### config.mk
export PLATFORM = sky130hd
export DESIGN_NAME = mroc_ctrl
export DESIGN_NICKNAME = d
export VERILOG_FILES = /design/src/rtl/mroc_pkg.sv /design/src/rtl/mroc_ctrl.sv
export SDC_FILE = /design/constraint.sdc
export NUM_CORES = 1
export LEC_CHECK = 0
export BUFFER_PORTS_ARGS = -buffer_cell sky130_fd_sc_hd__buf_2
export CAP_MARGIN = 30
export CORE_AREA = 2 2 39 41
export CTS_BUF_LIST = sky130_fd_sc_hd__clkbuf_4 sky130_fd_sc_hd__clkbuf_8
export CTS_CLUSTER_SIZE = 30
export DETAILED_ROUTE_END_ITERATION = 7
export DIE_AREA = 0 0 41 43
export PLACE_DENSITY_LB_ADDON = 0.15
export SYNTH_ARGS = -nofsm -noshare
export SYNTH_HDL_FRONTEND = slang
export SYNTH_SLANG_ARGS = --single-unit
### constraint.sdc
create_clock -name clk -period 2.1 [get_ports clk]
set_input_delay 0.21 -clock clk [delete_from_list [all_inputs] [get_ports clk]]
set_output_delay 0.21 -clock clk [all_outputs]
set_load 0.02 [all_outputs]
### src/rtl/mroc_pkg.sv
// ----------------------------------------------------------------------------
// mroc_pkg
// Shared types and constants for the merged range overlap classifier.
// ----------------------------------------------------------------------------
package mroc_pkg;

  localparam int MAX_RANGES_DEF = 256;

  localparam int ROW_W  = 21;
  localparam int COL_W  = 15;
  localparam int TYPE_W = 8;

  // merge type codes
  localparam logic [TYPE_W-1:0] TYPE_BOTH_SPAN = TYPE_W'(1);
  localparam logic [TYPE_W-1:0] TYPE_ROW_ONLY  = TYPE_W'(2);

  typedef struct packed {
    logic              start_of_set;
    logic [ROW_W-1:0]  row_start;
    logic [ROW_W-1:0]  row_last;
    logic [COL_W-1:0]  col_start;
    logic [COL_W-1:0]  col_last;
    logic [ROW_W-1:0]  row_span;
    logic [COL_W-1:0]  col_span;
    logic [TYPE_W-1:0] type_in;
  } in_word_t;

  typedef struct packed {
    logic [TYPE_W-1:0] type_out;
    logic              encapsulated;
    logic              needs_resolve;
    logic              store_full;
  } out_word_t;

  // one stored range
  typedef struct packed {
    logic [ROW_W-1:0] r0;
    logic [ROW_W-1:0] r1;
    logic [COL_W-1:0] c0;
    logic [COL_W-1:0] c1;
  } range_t;

  typedef enum logic [1:0] {
    ST_IDLE,
    ST_SCAN,
    ST_EMIT
  } state_t;

  typedef struct packed {
    logic load;
    logic scan;
    logic emit;
  } ctrl_cmd_t;

  typedef struct packed {
    logic scan_done;
    logic out_free;
  } dp_stat_t;

endpackage

### src/rtl/mroc_ctrl.sv
// ----------------------------------------------------------------------------
// mroc_ctrl
// Sequencer: accept a word, scan the store, then emit the result.
// ----------------------------------------------------------------------------
module mroc_ctrl import mroc_pkg::*; (
  input  logic      clk,
  input  logic      rst,
  input  logic      in_valid,
  output logic      in_ready,
  input  dp_stat_t  stat,
  output ctrl_cmd_t cmd
);

  state_t state, state_next;

  always_ff @(posedge clk) begin
    if (rst) begin
      state <= ST_IDLE;
    end else begin
      state <= state_next;
    end
  end

  always_comb begin
    state_next = state;
    cmd        = '0;
    in_ready   = 1'b0;
    unique case (state)
      ST_IDLE: begin
        // no word is taken while reset is high
        in_ready = !rst;
        if (in_valid && !rst) begin
          cmd.load   = 1'b1;
          state_next = ST_SCAN;
        end
      end
      ST_SCAN: begin
        cmd.scan = 1'b1;
        if (stat.scan_done) begin
          state_next = ST_EMIT;
        end
      end
      ST_EMIT: begin
        // hold until the output register can take the result
        if (stat.out_free) begin
          cmd.emit   = 1'b1;
          state_next = ST_IDLE;
        end
      end
      default: begin
        state_next = ST_IDLE;
      end
    endcase
  end

endmodule

Word-level counts from Yosys, hierarchy flattened:

Index checks and enable logic that the tools add are counted.

* equality and inequality tests: 5
* multiplexer cells: 10
* reductions and logical operators: 4

Operators by type and width (number)
* 1-bit two-way mux: 6
* 2-bit two-way mux: 3
* 2-bit inequality test (second input constant): 3
* 2-bit case mux with 3 select lines: 1
* 3-bit AND reduction: 1
* 2-bit by 1-bit == test with 1-bit output (second input constant): 1
* 2-bit == test (second input constant): 1
* 2-bit logical NOT: 1
* 1-bit logical AND: 1
* 1-bit logical NOT: 1

* register bits after elaboration: 2

Longest topological paths before layout:

Gate-level depths: netlist of the first run.

* word-level depth: 4
* mapped depth: 2

Worst setup path before layout of the first run:

No wires, ideal clock.

* kind: reg2out
* start: reg state[0]
* end: out cmd[2] (netlist bit)
* data arrival time: 1.192 ns
* required time: 1.890 ns
* setup slack: 0.698 ns
* cell stages (with the launch flop): 3
* path buffers: 0
* path through: dfxtp_1 > nor3_1 > and2_1

RTL lines
* start: declaration: RTL line mroc_ctrl.sv:14 `state_t state, state_next;`
* start signal: assignment: RTL line mroc_ctrl.sv:20 `state <= state_next;`
* end: declaration: RTL line mroc_ctrl.sv:11 `output ctrl_cmd_t cmd`

==> results.tsv, run 1 <==
metric	value	unit
cp.depth	3	
slew_headroom	79.20	%
diodes	0	
crit_family	simple AND/OR/NAND/NOR gates	
fmax	0.7705	GHz
drv_slew	0	
final_common_cell	buf_2	
grt_antenna_before_repair	0	
mappedNetlistArea	112.6	µm²
end_kind	primary output	
comb_power_share	16.5	%
groute.usage.overall	4.509	%
switchingPower	0.03794	mW
finalCriticalPeriod	1298	ps
postLayoutCellArea	187.7	µm²
worstPathArrival	1090	ps
io_pins	9	
cts.clk_slew.worst_paths	30	ps
synth.distinct_cells	11	
worstMarginPinSlew	311.2	ps
whs_path_depth	2	
grt_overflow	0	
r2r_start	state[1]	
placed_area	165.2	µm²
cts_htree_levels	1	
cts_resized	0	
status	finished, final reports clean	
wl_per_cell	7.868	µm
ir_drop	0.1987	mV
core	1384	µm²
syn_area_per_cell	9.384	µm²
setup_viol	0	
final_core_util	13.56	%
cts_buffers	3	
cellPowerDensity	818.9	nW/µm²
clock-sinks	2	
period_share	61.80	%
path_buf_inv	1	
seqPwrFrac	29.0	%
hold_buffers	0	
dpl.cell_count	35	
p_leak	0.08825	nW
grt_first_pass_wirelength	462	µm
min_from	rst	
instances_no_fill	38	
slowest_delay	340	ps
synthesis.nets	17	
r2r_slack	1140	ps
fp.dieArea	1763	µm²
die_x	41	µm
grt_pass1_vias	122	
crit_path_cell_trace	nor3_1 -> and2_1 -> buf_2	
drt_iter0_markers	4	
synth-seq-cells	2	
r2r_end	state[1]	
via_count	124	
drive_above_1_share	59.09	%
reg.largest.list	state (2)	
finalWeightedCongestion	0.5581	
die-height	43	µm
rsz0062_at_grt	no	
clock_latency	220	ps
critPathSlowestCell	dfxtp_1	
swShare	24.69	%
synth-seq-area-share	35.56	%
clock_skew	2.352	ps
top_register	state	
ant_nets	0	
cell_internal_pwr	0.1158	mW
cts_root_buffer	clkbuf_4	
start_util	8.137	%
ys.warnings.count	0	
num-nets-final	29	
holdPathEnd	state[1]	
p_clk_share	54.4	%
post_cts_buffers	0	
vias_per_cell	3.263	
max_cap_viol_count	0	
area_growth	66.67	%
cts_tree	built	
portBuffers	8	
finalWirelength	299	µm
required	1890	ps
timing.setup.tns	0	ps
drc_errors	0	
final_cell_mix	buf_2, clkbuf_4, dfxtp_1	
grt_max_degree	8	
synthCells	12	
largest_reg_flops	2	
clk_path_buf_depth	2	
hold_viol_final	0	
fp-row-count	14	
cp-start-kind	flip-flop	
path_class	reg -> out	
hold_class	in -> reg	
design_power_total	0.1537	mW
drt_first_pass_iters	4	
critPathMaxFanout	7	
r2r.worst_path.cells	2	
-- power by group through the flow --
stage	registers [mW]	clock network (mW)	logic (mW)
2_1_floorplan	0.0442	0	0.0177
3_3_place_gp	0.0452	0	0.0257
3_5_place_dp	0.0451	0	0.0258
4_1_cts	0.0445	0.0907	0.0258
5_1_grt	0.0454	0.0934	0.0277
6_report	0.0446	0.0837	0.0254
-- metal layers --
| layer | share of wire, % | vias up | routed length, µm | global-route usage [%] |
|---|---|---|---|---|
| met5 | 0 | - | 0 | 0 |
| met3 | 20 | 0 | 60 | 3.141 |
| li1 | - | 64 | - | - |
| met2 | 34 | 8 | 101 | 4.688 |
| met1 | 45 | 52 | 136 | 4.792 |
| met4 | 0 | 0 | 0 | 6.000 |
-- layout make-up --
class	instances	area, µm²
flip-flops and latches	2	40.04
multi-input cells	9	65.06
fillers	161	1196
clock buffers	3	22.52
well taps	16	20.02
repair buffers	8	40.04
-- stage by stage --
step / hold slack (ps) / setup WS, ps
after floorplan: 279.1 / 698.1
after global placement: 418.7 / 1033
after detailed placement: 420.8 / 1025
after CTS: 179.6 / 783.4
after global routing: 196.1 / 708.6
final: 190.4 / 802.1
-- how the worst max path moves through the flow --
stage,to,slack (ps),startpoint
floorplan,cmd[2],700,state[0]
global placement,cmd[2],1030,state[0]
detailed placement,cmd[2],1020,state[0]
CTS,cmd[2],780,state[0]
global route,cmd[2],710,state[0]
finish,cmd[2],800,state[0]
-- cells in the mapped netlist (all sizes together) --
cell | number | area share, %
dfxtp | 2 | 36
a2111oi | 1 | 8.9
a21oi | 1 | 4.4
and2 | 1 | 5.6
and2b | 1 | 7.8
and3b | 1 | 8.9
buf | 1 | 6.7
nand3b | 1 | 6.7
nor2 | 1 | 3.3
nor3 | 1 | 4.4
or3b | 1 | 7.8
-- cell families (layout without fill, tap and decap cells) --
kind of cell,count (synthesis),count (layout),synth area share [%]
buf+inv,1,11,6.669
flops,2,2,35.56
simple gates,7,7,44.45
compound gates,2,2,13.33
Power figures use the tool's default switching activity.
==> run 2: changes to the inputs <==
Clock period 2.1 ns to 1.1 ns, I/O delays scaled along.
==> results.tsv, run 2 (same netlist as run 1, synthesis figures left out) <==
metric	value	unit	change
required	990	ps	-900 ps
preCtsSetupSlack	132.8	ps	-892.0 ps
max_cap_viol_count	0		unchanged
grt_overflow	0		unchanged
finalWirelength	292	µm	-2.3%
portBuffers	8		unchanged
grt_max_degree	8		unchanged
r2r_start	state[0]		
instances_no_fill	38		unchanged
timing.setup.tns	-10.23	ps	-10.23 ps
worstMarginPinSlew	288.1	ps	-23.15 ps
slew_headroom	80.75	%	+1.5 points
critPathLaunch	state[0]		
slowest_delay	340	ps	about the same
critPathMaxFanout	7		unchanged
ir_drop	0.5292	mV	+170%
cts_tree	built		
r2r_slack	170	ps	-970 ps
whs_path_depth	2		unchanged
dpl.cell_count	35		unchanged
cts.clk_slew.worst_paths	30	ps	about the same
finalCriticalPeriod	1110	ps	
reg.largest.list	state (2)		
fp.dieArea	1763	µm²	unchanged
path_class	reg -> out		
worstPathArrival	1000	ps	-90 ps
grt_antenna_before_repair	0		unchanged
violations	setup timing		
drv_slew	0		unchanged
drt_first_pass_iters	2		-2
groute.usage.overall	4.805	%	+0.30 points
fp-row-count	14		unchanged
n_fill_cell	157		-2.5%
diodes	0		unchanged
finalWeightedCongestion	0.7139		+28%
period_share	100.9	%	
hold_buffers	0		unchanged
die-height	43	µm	unchanged
num-nets-final	29		unchanged
rsz0062_at_grt	yes		
io_pins	9		unchanged
setup_ws	-10.23	ps	-812.3 ps
clock-sinks	2		unchanged
area_growth	81.11	%	
setup_viol	1		+1
drc_errors	0		unchanged
final_common_cell	buf_2		
die_x	41	µm	unchanged
min_from	rst		
clock_latency	220	ps	about the same
hold_viol_final	0		unchanged
hpwl	229.7	µm	
drive_above_1_share	72.73	%	+14 points
clk_path_buf_depth	2		unchanged
vias_per_cell	3.211		-1.6%
drt_iter0_markers	5		+1
status	finished, violations left		
core	1384	µm²	unchanged
r2r_end	state[1]		
via_count	122		-1.6%
fin_hold_ws	77.76	ps	-112.6 ps
cts_root_buffer	clkbuf_4		
grt_first_pass_wirelength	476	µm	+3.0%
postLayoutCellArea	203.9	µm²	+8.7%
p_leak	0.09076	nW	+2.9%
top_register	state		
crit_path_cell_trace	nor3_2 -> and2_1 -> buf_6		
cts_buffers	3		unchanged
fmax	0.9007	GHz	
hold_class	in -> reg		
cellPowerDensity	1464	nW/µm²	+79%
ant_nets	0		unchanged
final_cell_mix	buf_2, clkbuf_4		
holdPathEnd	state[1]		
r2r.worst_path.cells	2		unchanged
end_kind	primary output		
design_power_total	0.2985	mW	+94%
cts_htree_levels	1		unchanged
placed_area	170.2	µm²	+3.0%
critPathSlowestCell	dfxtp_2		
cp-start-kind	flip-flop		
wl_per_cell	7.684	µm	-2.3%
final_core_util	14.74	%	+1.2 points
clock_skew	1.757	ps	-0.5955 ps
largest_reg_flops	2		unchanged
start_util	8.137	%	unchanged
grt_pass1_vias	120		-1.6%
[run 2: cell counts in the layout (fill, tap and decap cells not counted)]
Identical to the previous run, type by type.
[run 2: report_power, final]
group	switching, mW	internal (mW)
logic	0.0263	0.0264
registers	0.00806	0.0780
clock network	0.0397	0.120
total	0.0740	0.225
[run 2: final cells by class]
cell class	instances	area (µm²)	share of cell area (%)
Sequential cell	2	45.04	22.09
Tap cell	16	20.02	9.816
Multi-Input combinational cell	9	70.07	34.36
Timing Repair Buffer	8	46.29	22.70
Clock buffer	3	22.52	11.04
[run 2: critical path, delay by kind of cell (launching register included)]
kind | cells | cell delay [ps]
buffers and inverters | 1 | 110
flip-flops | 1 | 340
AND/OR/NAND/NOR | 2 | 330
[run 2: how the worst max path moves through the flow]
stage / cells past startpoint / endpoint
final: 3 / cmd[2]
after floorplan: 2 / cmd[2]
after global routing: 3 / cmd[2]
after detailed placement: 2 / state[1]
after CTS: 3 / cmd[2]
after global placement: 2 / state[0]
[run 2: timing repair]
| item | in CTS | in global routing |
|---|---|---|
| gates resized for setup | 3 | 2 |
| pin swaps | 1 | 0 |
| setup buffers | 0 | 0 |
| gates cloned | 0 | 0 |
| setup endpoints to repair | 3 | 3 |
[run 2: metal layers]
metal  global-route usage [%]  share of wire [%]
met4                    4.000                  0
met3                    6.283                9.6
met5                        0                  0
met1                    4.777                 49
met2                    4.688                 41
